### src/hw/rtl/ddo_pkg.sv
// Shared types, constants and tables of the odometry core.
package ddo_pkg;

   localparam int unsigned PosW    = 24;
   localparam int unsigned HeadW   = 16;
   localparam int unsigned DeltaW  = 17;
   localparam int unsigned TrackW  = 18;
   localparam int unsigned DivNumW = 48;
   localparam int unsigned DivDenW = 35;
   localparam int unsigned TrigW   = 32;

   localparam logic [30:0]        Rad2BamQ16 = 31'd683565276;
   localparam logic signed [31:0] KinvQ30    = 32'sd652032874;
   localparam logic [30:0]        RadiusMax  = 31'h7FFFFFFF;
   localparam logic [17:0]        TrackReset = 18'd25600;

   typedef enum logic [4:0] {
      DP_NOP,
      DP_SET_POSE,
      DP_MUL_TURN,
      DP_DIV_TURN,
      DP_SAVE_TURN,
      DP_COR_OLD,
      DP_SAVE_OLD,
      DP_MUL_HT,
      DP_DIV_RAD,
      DP_SAVE_RAD,
      DP_COR_NEW,
      DP_SAVE_NEW,
      DP_MUL_X,
      DP_ACC_X,
      DP_MUL_Y,
      DP_ACC_Y,
      DP_FINISH
   } dp_op_type;

   typedef struct packed {
      dp_op_type op;
      logic      take;
   } dp_cmd_type;

   typedef struct packed {
      logic opcode;
      logic same;
      logic turn_zero;
      logic div_done;
      logic cordic_done;
      logic out_free;
   } dp_status_type;

   // arctangent of 2^-i, 2^32 per turn
   function automatic logic [31:0] atan_turn32(input logic [4:0] idx);
      logic [31:0] val;
      unique case (idx)
         5'd0:  val = 32'd536870912;
         5'd1:  val = 32'd316933406;
         5'd2:  val = 32'd167458907;
         5'd3:  val = 32'd85004756;
         5'd4:  val = 32'd42667331;
         5'd5:  val = 32'd21354465;
         5'd6:  val = 32'd10679838;
         5'd7:  val = 32'd5340245;
         5'd8:  val = 32'd2670163;
         5'd9:  val = 32'd1335087;
         5'd10: val = 32'd667544;
         5'd11: val = 32'd333772;
         5'd12: val = 32'd166886;
         5'd13: val = 32'd83443;
         5'd14: val = 32'd41722;
         5'd15: val = 32'd20861;
         5'd16: val = 32'd10430;
         5'd17: val = 32'd5215;
         5'd18: val = 32'd2608;
         5'd19: val = 32'd1304;
         5'd20: val = 32'd652;
         5'd21: val = 32'd326;
         5'd22: val = 32'd163;
         5'd23: val = 32'd81;
         default: val = 32'd0;
      endcase
      return val;
   endfunction

endpackage

### src/hw/rtl/ddo_ctrl.sv
// Sequencer that steps the datapath through one word.
module ddo_ctrl (
   input  logic                   clock,
   input  logic                   reset,
   input  logic                   req_valid,
   input  ddo_pkg::dp_status_type status,
   output ddo_pkg::dp_cmd_type    cmd
);

   typedef enum logic [4:0] {
      S_IDLE,
      S_DISPATCH,
      S_MUL_T,
      S_DIV_TURN,
      S_SAVE_T,
      S_COR_OLD,
      S_SAVE_O,
      S_MUL_R,
      S_DIV_RAD,
      S_SAVE_R,
      S_COR_NEW,
      S_SAVE_N,
      S_MUL_X,
      S_ACC_X,
      S_MUL_Y,
      S_ACC_Y,
      S_OUT
   } state_type;

   state_type           state_ff;
   ddo_pkg::dp_cmd_type cmd_ff;

   always_ff @(posedge clock) begin
      if (reset) begin
         state_ff    <= S_IDLE;
         cmd_ff.op   <= ddo_pkg::DP_NOP;
         cmd_ff.take <= 1'b0;
      end else begin
         cmd_ff.op   <= ddo_pkg::DP_NOP;
         cmd_ff.take <= 1'b0;
         unique case (state_ff)
            S_IDLE: begin
               if (req_valid && cmd_ff.take) begin
                  state_ff <= S_DISPATCH;
               end else begin
                  cmd_ff.take <= 1'b1;
               end
            end
            S_DISPATCH: begin
               priority if (status.opcode) begin
                  cmd_ff.op <= ddo_pkg::DP_SET_POSE;
                  state_ff  <= S_OUT;
               end else if (status.same) begin
                  cmd_ff.op <= ddo_pkg::DP_COR_OLD;
                  state_ff  <= S_COR_OLD;
               end else begin
                  cmd_ff.op <= ddo_pkg::DP_MUL_TURN;
                  state_ff  <= S_MUL_T;
               end
            end
            S_MUL_T: begin
               cmd_ff.op <= ddo_pkg::DP_DIV_TURN;
               state_ff  <= S_DIV_TURN;
            end
            S_DIV_TURN: begin
               if (status.div_done) begin
                  cmd_ff.op <= ddo_pkg::DP_SAVE_TURN;
                  state_ff  <= S_SAVE_T;
               end
            end
            S_SAVE_T: begin
               cmd_ff.op <= ddo_pkg::DP_COR_OLD;
               state_ff  <= S_COR_OLD;
            end
            S_COR_OLD: begin
               if (status.cordic_done) begin
                  cmd_ff.op <= ddo_pkg::DP_SAVE_OLD;
                  state_ff  <= S_SAVE_O;
               end
            end
            S_SAVE_O: begin
               if (!status.same && !status.turn_zero) begin
                  cmd_ff.op <= ddo_pkg::DP_MUL_HT;
                  state_ff  <= S_MUL_R;
               end else begin
                  cmd_ff.op <= ddo_pkg::DP_MUL_X;
                  state_ff  <= S_MUL_X;
               end
            end
            S_MUL_R: begin
               cmd_ff.op <= ddo_pkg::DP_DIV_RAD;
               state_ff  <= S_DIV_RAD;
            end
            S_DIV_RAD: begin
               if (status.div_done) begin
                  cmd_ff.op <= ddo_pkg::DP_SAVE_RAD;
                  state_ff  <= S_SAVE_R;
               end
            end
            S_SAVE_R: begin
               cmd_ff.op <= ddo_pkg::DP_COR_NEW;
               state_ff  <= S_COR_NEW;
            end
            S_COR_NEW: begin
               if (status.cordic_done) begin
                  cmd_ff.op <= ddo_pkg::DP_SAVE_NEW;
                  state_ff  <= S_SAVE_N;
               end
            end
            S_SAVE_N: begin
               cmd_ff.op <= ddo_pkg::DP_MUL_X;
               state_ff  <= S_MUL_X;
            end
            S_MUL_X: begin
               cmd_ff.op <= ddo_pkg::DP_ACC_X;
               state_ff  <= S_ACC_X;
            end
            S_ACC_X: begin
               cmd_ff.op <= ddo_pkg::DP_MUL_Y;
               state_ff  <= S_MUL_Y;
            end
            S_MUL_Y: begin
               cmd_ff.op <= ddo_pkg::DP_ACC_Y;
               state_ff  <= S_ACC_Y;
            end
            S_ACC_Y: begin
               state_ff <= S_OUT;
            end
            S_OUT: begin
               if (status.out_free) begin
                  cmd_ff.op   <= ddo_pkg::DP_FINISH;
                  cmd_ff.take <= 1'b1;
                  state_ff    <= S_IDLE;
               end
            end
            default: state_ff <= S_IDLE;
         endcase
      end
   end

   assign cmd = cmd_ff;

endmodule

### config.mk
export PLATFORM = sky130hd
export DESIGN_NAME = ddo_ctrl
export DESIGN_NICKNAME = d
export VERILOG_FILES = /design/src/hw/rtl/ddo_pkg.sv /design/src/hw/rtl/ddo_ctrl.sv
export SDC_FILE = /design/constraint.sdc
export NUM_CORES = 1
export LEC_CHECK = 0
export BUFFER_PORTS_ARGS = -buffer_cell sky130_fd_sc_hd__buf_2
export CORE_UTILIZATION = 54
export CTS_CLUSTER_SIZE = 30
export DETAILED_ROUTE_END_ITERATION = 10
export PLACE_DENSITY = 0.78
export SYNTH_ARGS = -nofsm -noshare
export SYNTH_HDL_FRONTEND = slang
export SYNTH_SLANG_ARGS = --single-unit
### constraint.sdc
create_clock -name clock -period 2.32 [get_ports clock]
set_clock_uncertainty 0.05 [all_clocks]
set_input_delay 0.464 -clock clock [delete_from_list [all_inputs] [get_ports clock]]
set_output_delay 0.464 -clock clock [all_outputs]
set_load 0.02 [all_outputs]
==> results of run 1 <==
==> worst paths after layout <==
check,end,slack [ns],depth (start not counted)
worst min-delay path,cmd[0],0.40,2
worst max register to register,state_ff[0],0.47,4
worst min register to register,cmd[0],0.59,3
worst max-delay path,state_ff[0],0.47,4
==> registers in the layout, indices dropped and copies added, names as in the netlist <==
signal and flops:
state_ff 5, cmd 6
==> cell usage after synthesis (all sizes together) <==
cell / number
nor4b: 2
a211oi: 2
nor2: 5
and3b: 1
nor2b: 1
nor4: 2
a31oi: 2
o21a: 3
a31o: 2
nand2b: 3
o31ai: 2
o21ai: 4
or2: 1
nor3: 4
o41ai: 1
dfxtp: 11
o211ai: 2
inv: 3
buf: 8
a21oi: 2
a2111oi: 2
a21o: 1
o22ai: 1
and4bb: 3
nand3: 1
o2111a: 1
nand4: 1
nand2: 5
a32oi: 1
o21bai: 2
or3: 1
or4: 2
nor3b: 5
==> logic make-up after synthesis <==
| group | share of synthesized area (%) |
|---|---|
| simple gates | 32.1 |
| compound gates | 29.8 |
| flops | 28.7 |
| buf+inv | 9.45 |
==> power by group <==
group          switching [mW]  total, mW  internal, mW
sequential             0.0549      0.268         0.213
clock                  0.0580      0.124        0.0663
combinational           0.123      0.231         0.108
total                   0.236      0.623         0.387
==> per-layer routing <==
metal	wire [um]	up-vias	GRT usage (%)
met4	14	0	13.8
met2	737	22	34.4
met3	79	2	5.11
met1	715	300	28.5
met5	0	-	0
li1	-	352	-
==> per-stage QoR <==
| stage | power (mW) | area [um2] | utilization, % |
|---|---|---|---|
| after detailed placement | 0.499 | 796 | 60.4 |
| after global routing | 0.662 | 822 | 62.4 |
| final | 0.623 | 822 | 62.4 |
| after global placement | 0.496 | 796 | 60.4 |
| after floorplan | 0.455 | 768 | - |
| after CTS | 0.625 | 822 | 62.4 |
==> final cells by class <==
type                            instances  area share [%]
Timing Repair Buffer                   14            8.52
Multi-Input combinational cell         65            57.8
Inverter                                3            1.37
Tap cell                               15            2.28
Clock buffer                            4            3.20
Sequential cell                        11            26.8
==> qor.yml, run 1 <==
status:
  outcome: "complete, no violations"
finish:
  mostFrequentLayoutCell: "sky130_fd_sc_hd__buf_2"
  final_layout_size_suffix_gt1_share_pct: 26.8
  multi_input_area_um2: 475
  finish.cell_count_without_fillers: 112
  fillerInstances: 114
  antenna_diodes: 0
  area.growth.synth_to_final_pct: 7.00
  nets: 107
  mostFrequentLayoutCells: "sky130_fd_sc_hd__buf_2 (14), sky130_fd_sc_hd__dfxtp_1 (11), sky130_fd_sc_hd__nor2_1 (5), sky130_fd_sc_hd__nand2_1 (5), sky130_fd_sc_hd__nor3b_1 (5)"
  register_area_um2: 220
setup_path:
  max_stage_delay_ns: 0.71
  critPathSlowestCell: "sky130_fd_sc_hd__dfxtp_1"
  timing.critical_path.fanout_max: 22
  crit_path_class: "flip-flop to flip-flop"
  cp_data_required_time_ns: 2.48
  critical_path_capture_point_type: "flip-flop"
  cp-start-kind: "flip-flop"
  cpLargestDelayFamily: "compound AO/OA/AOI/OAI gates"
  cp_cell_sequence: "and4bb_2 -> o21a_1 -> a2111oi_0 -> a31o_1"
  crit_buf_inv: 0
  regToRegStartpoint: "state_ff[1]"
  setup.worst_path.start: "state_ff[1]"
  critical_path_arrival_ns: 2.01
sta:
  fin_tns_setup_ns: 0
  finalSetupViolCount: 0
  final_period_minus_worst_setup_slack_ns: 1.85
  fin_crit_sh_pct: 79.7
  maxClockFrequency_ghz: 0.541
  timing_hold_violations_final: 0
  post-route-worst-setup-slack_ns: 0.472
  report.final.slew_viol_count: 0
  worst_slew_margin_rel_pct: 58.7
  grt_setup_unrepaired: "no"
  tightest_slew_ns: 0.619
  final.hold.worst_slack_ns: 0.399
global_routing:
  antenna_found_initial: 0
  grt_max_degree: 23
  first_pass_grt_wire_length_um: 2350
  globalRouteOverflowTotal: 0
  grt_pass1_vias: 529
  globalRouteTotalUtil_pct: 22.7
synthesis:
  number_of_synthesis_warnings: 0
  yosysUniqueCellTypes: 38
  synth-seq-area-share_pct: 28.7
  synth_top_cell_area_share_pct: 28.7
  mappedNetlistNets: 96
  average_instance_area_after_synthesis_um2: 8.83
  postSynthCellCount: 87
  yosys-top-cells-area: "sky130_fd_sc_hd__dfxtp_1 (29%), sky130_fd_sc_hd__and4bb_2 (4.9%), sky130_fd_sc_hd__nor3b_1 (4.9%)"
  synthesis.area_um2: 768
  synth.ff_latch_count: 11
  synthDominantAreaCellType: "sky130_fd_sc_hd__dfxtp_1"
clock_network:
  cts_sinks: 11
  cts.reportedPaths.clkPinSlew_ns: 0.07
  worst_skew_pair.late_latency_ns: 0.26
  ctsRootBufferMaster: "sky130_fd_sc_hd__clkbuf_4"
  post_cts_hold_buffer_count: 0
  h_tree_level_count: 1
  postCtsSetupBuffers: 0
  cts_buffer_depth: 2
  tritoncts.num_buffers: 3
  tritoncts: "yes"
  post_cts.resized_instances: 0
min_path:
  timing.hold.worst.class: "primary input to flip-flop"
  holdCritStartpoint: "reset"
floorplanning:
  die_boundary_height_um: 39.7
  die_area_mm2: 0.00158
  initial_utilization_pct: 58.3
  fp-row-count: 13
  die_width_um: 39.7
  top_level_ports: 15
  design.core.area_mm2: 0.00132
drt:
  route.vias.total: 676
  finalWirelength_um: 1550
  drt_pre_antenna_iters: 4
  route.detailed.vias_per_inst: 6.04
  routed_wire_length_per_instance_um: 13.8
  detailedRoute.firstIterationViolations: 24
  drc_violation_count_after_routing: 0
  final_antenna_net_count: 0
power:
  leakage_nw: 0.320
  irDropWorstVdd_mv: 0.479
  power.density_mw_per_mm2: 758
place:
  place_inst: 108
  placement.io_buffers: 14
  gp_routability_congestion: 0.834
  dp_worst_setup_slack_ns: 0.480
  dp_hpwl_um: 1140
job:
  maxCapViolations: 0
(Power assumes the default switching activity.)
==> run 2: changes to the inputs <==
Settings changed: CORE_UTILIZATION 54 to 47, PLACE_DENSITY 0.78 to 0.72.
Clock period 2.32 ns to 1.68 ns, I/O delays scaled along.
==> qor.yml, run 2 (synthesized netlist as in run 1, its figures left out) <==
place:
  gp_routability_congestion: 0.890  # was 0.834
  placement.io_buffers: 14  # unchanged
  placed_cell_area_um2: 880  # was 796 um2
  dp_hpwl_um: 1300  # was 1140 um
  place_inst: 120  # was 108
clock_network:
  cts_buffer_depth: 2  # unchanged
  cts.reportedPaths.clkPinSlew_ns: 0.07  # about the same
  ctsRootBufferMaster: "sky130_fd_sc_hd__clkbuf_4"  # unchanged
  cts_sinks: 11  # unchanged
  worst_skew_pair.late_latency_ns: 0.26  # about the same
  postCtsSetupBuffers: 0  # unchanged
  tritoncts: "yes"  # unchanged
  tritoncts.num_buffers: 3  # unchanged
  h_tree_level_count: 1  # unchanged
floorplanning:
  top_level_ports: 15  # unchanged
  die_width_um: 42.4  # was 39.7 um
  fp-row-count: 14  # was 13
  design.core.area_mm2: 0.00152  # was 0.00132 mm2
  die_boundary_height_um: 42.4  # was 39.7 um
  die_area_mm2: 0.00180  # was 0.00158 mm2
  initial_utilization_pct: 50.4  # was 58.3%
setup_path:
  regToRegStartpoint: "state_ff[4]"  # was state_ff[1]
  critical_path_capture_point_type: "flip-flop"  # unchanged
  timing.critical_path.fanout_max: 9  # was 22
  setup.worst_path.start: "state_ff[4]"  # was state_ff[1]
  cp-start-kind: "flip-flop"  # unchanged
  crit_path_class: "flip-flop to flip-flop"  # unchanged
  cp_data_required_time_ns: 1.83  # was 2.48 ns
  critical_path_arrival_ns: 1.77  # was 2.01 ns
drt:
  route.vias.total: 769  # was 676
  drt_pre_antenna_iters: 4  # unchanged
  detailedRoute.firstIterationViolations: 29  # was 24
  final_antenna_net_count: 0  # unchanged
  routed_wire_length_per_instance_um: 15.0  # was 13.8 um
  finalWirelength_um: 1860  # was 1550 um
  drc_violation_count_after_routing: 0  # unchanged
  route.detailed.vias_per_inst: 6.20  # was 6.04
power:
  irDropWorstVdd_mv: 0.678  # was 0.479 mV
  leakage_nw: 0.379  # was 0.320 nW
  post-layout-total-power_mw: 0.955  # was 0.623 mW
  power.switching_fraction_pct: 37.0  # was 37.8%
  pwr-share-comb_pct: 46.5  # was 37.1%
  power.density_mw_per_mm2: 1040  # was 758 mW/mm2
  internal_power_mw: 0.602  # was 0.387 mW
  power.switching_mw: 0.353  # was 0.236 mW
  seq_pwr_share_pct: 35.3  # was 42.9%
  clock_power_share_pct: 18.2  # was 20.0%
sta:
  timing_hold_violations_final: 0  # unchanged
  finalSetupViolCount: 0  # unchanged
  final_period_minus_worst_setup_slack_ns: 1.62  # was 1.85 ns
  report.final.slew_viol_count: 0  # unchanged
  worst_slew_margin_rel_pct: 76.4  # was 58.7%
  grt_setup_unrepaired: "no"  # unchanged
  fin_tns_setup_ns: 0  # unchanged
  maxClockFrequency_ghz: 0.618  # was 0.541 GHz
  fin_crit_sh_pct: 96.4  # was 79.7%
  tightest_slew_ns: 0.345  # was 0.619 ns
finish:
  final_layout_size_suffix_gt1_share_pct: 38.0  # was 26.8%
  mostFrequentLayoutCell: "sky130_fd_sc_hd__buf_2"  # unchanged
  nets: 118  # was 107
  final_core_utilization_pct: 60.1  # was 62.4%
  largest_reg_flops: 6  # unchanged
  mostFrequentLayoutCells: "sky130_fd_sc_hd__buf_2 (14), sky130_fd_sc_hd__buf_4 (11), sky130_fd_sc_hd__dfxtp_1 (8)"  # was sky130_fd_sc_hd__buf_2 (14), sky130_fd_sc_hd__dfxtp_1 (11), sky130_fd_sc_hd__nor2_1 (5), sky130_fd_sc_hd__nand2_1 (5), sky130_fd_sc_hd__nor3b_1 (5)
  antenna_diodes: 0  # unchanged
  area.growth.synth_to_final_pct: 19.2  # was 7.00%
  finish.cell_count_without_fillers: 124  # was 112
  post-route-cell-area_um2: 916  # was 822 um2
global_routing:
  grt_max_degree: 14  # was 23
  globalRouteTotalUtil_pct: 21.2  # was 22.7%
  antenna_found_initial: 0  # unchanged
  first_pass_grt_wire_length_um: 2920  # was 2350 um
  globalRouteOverflowTotal: 0  # unchanged
  grt_pass1_vias: 667  # was 529
min_path:
  holdCritStartpoint: "reset"  # unchanged
  timing.hold.worst.class: "primary input to flip-flop"  # unchanged
status:
  outcome: "complete, no violations"  # unchanged
job:
  maxCapViolations: 0  # unchanged
## run 2: cell count changes in the layout (fill, tap and decap cells not counted), sizes merged
cell	previous run	this run
buf	14	25
## run 2: area by class of cell
cell class / instances / area [um2]
Timing Repair Buffer: 25 / 153
Tap cell: 16 / 20.0
Multi-Input combinational cell: 65 / 482
Sequential cell: 11 / 224
Clock buffer: 4 / 26.3
Inverter: 3 / 11.3
Fill cell: 138 / 608
## run 2: worst max-delay path, cell delays in order, from the launching register on
cell and delay [ns]:
sky130_fd_sc_hd__dfxtp_1 0.36, sky130_fd_sc_hd__buf_4 0.18, sky130_fd_sc_hd__or2_2 0.34, sky130_fd_sc_hd__a21o_1 0.20, sky130_fd_sc_hd__a2111oi_0 0.28, sky130_fd_sc_hd__a31o_1 0.15
## run 2: metrics by stage
stage	hold WS, ns	worst slack (ns)
CTS	0.251	0.00837
floorplan	0.355	0.212
finish	0.253	0.0609
detailed placement	0.535	0.0385
global route	0.254	0.00815
global placement	0.528	0.0690
## run 2: repair_timing
item / CTS / global route
setup endpoints to repair: 0 / 4
gates resized for setup: 0 / 4
hold buffers: 0 / 0
## run 2: path summary, 6_finish.rpt
path,endpoint,slack [ns],cells past startpoint
hold reg to reg,state_ff[1],0.54,1
setup reg to reg,state_ff[0],0.06,5
setup / recovery,state_ff[0],0.06,5
hold / removal,state_ff[4],0.25,2
## run 2: power groups by stage
stage | Clock [mW] | Sequential, mW | Combinational, mW
global route | 0.195 | 0.344 | 0.481
CTS | 0.181 | 0.333 | 0.429
finish | 0.174 | 0.337 | 0.444
detailed placement | 0 | 0.338 | 0.423
global placement | 0 | 0.338 | 0.422
floorplan | 0 | 0.340 | 0.288
## run 2: routing by layer
| layer | GRT usage (%) | share of wire, % | up-vias |
|---|---|---|---|
| met5 | 0 | 0 | - |
| met4 | 11.3 | 1.3 | 0 |
| met3 | 3.45 | 6.3 | 4 |
| met2 | 33.5 | 47 | 36 |
| met1 | 27.2 | 45 | 352 |
| li1 | - | - | 377 |
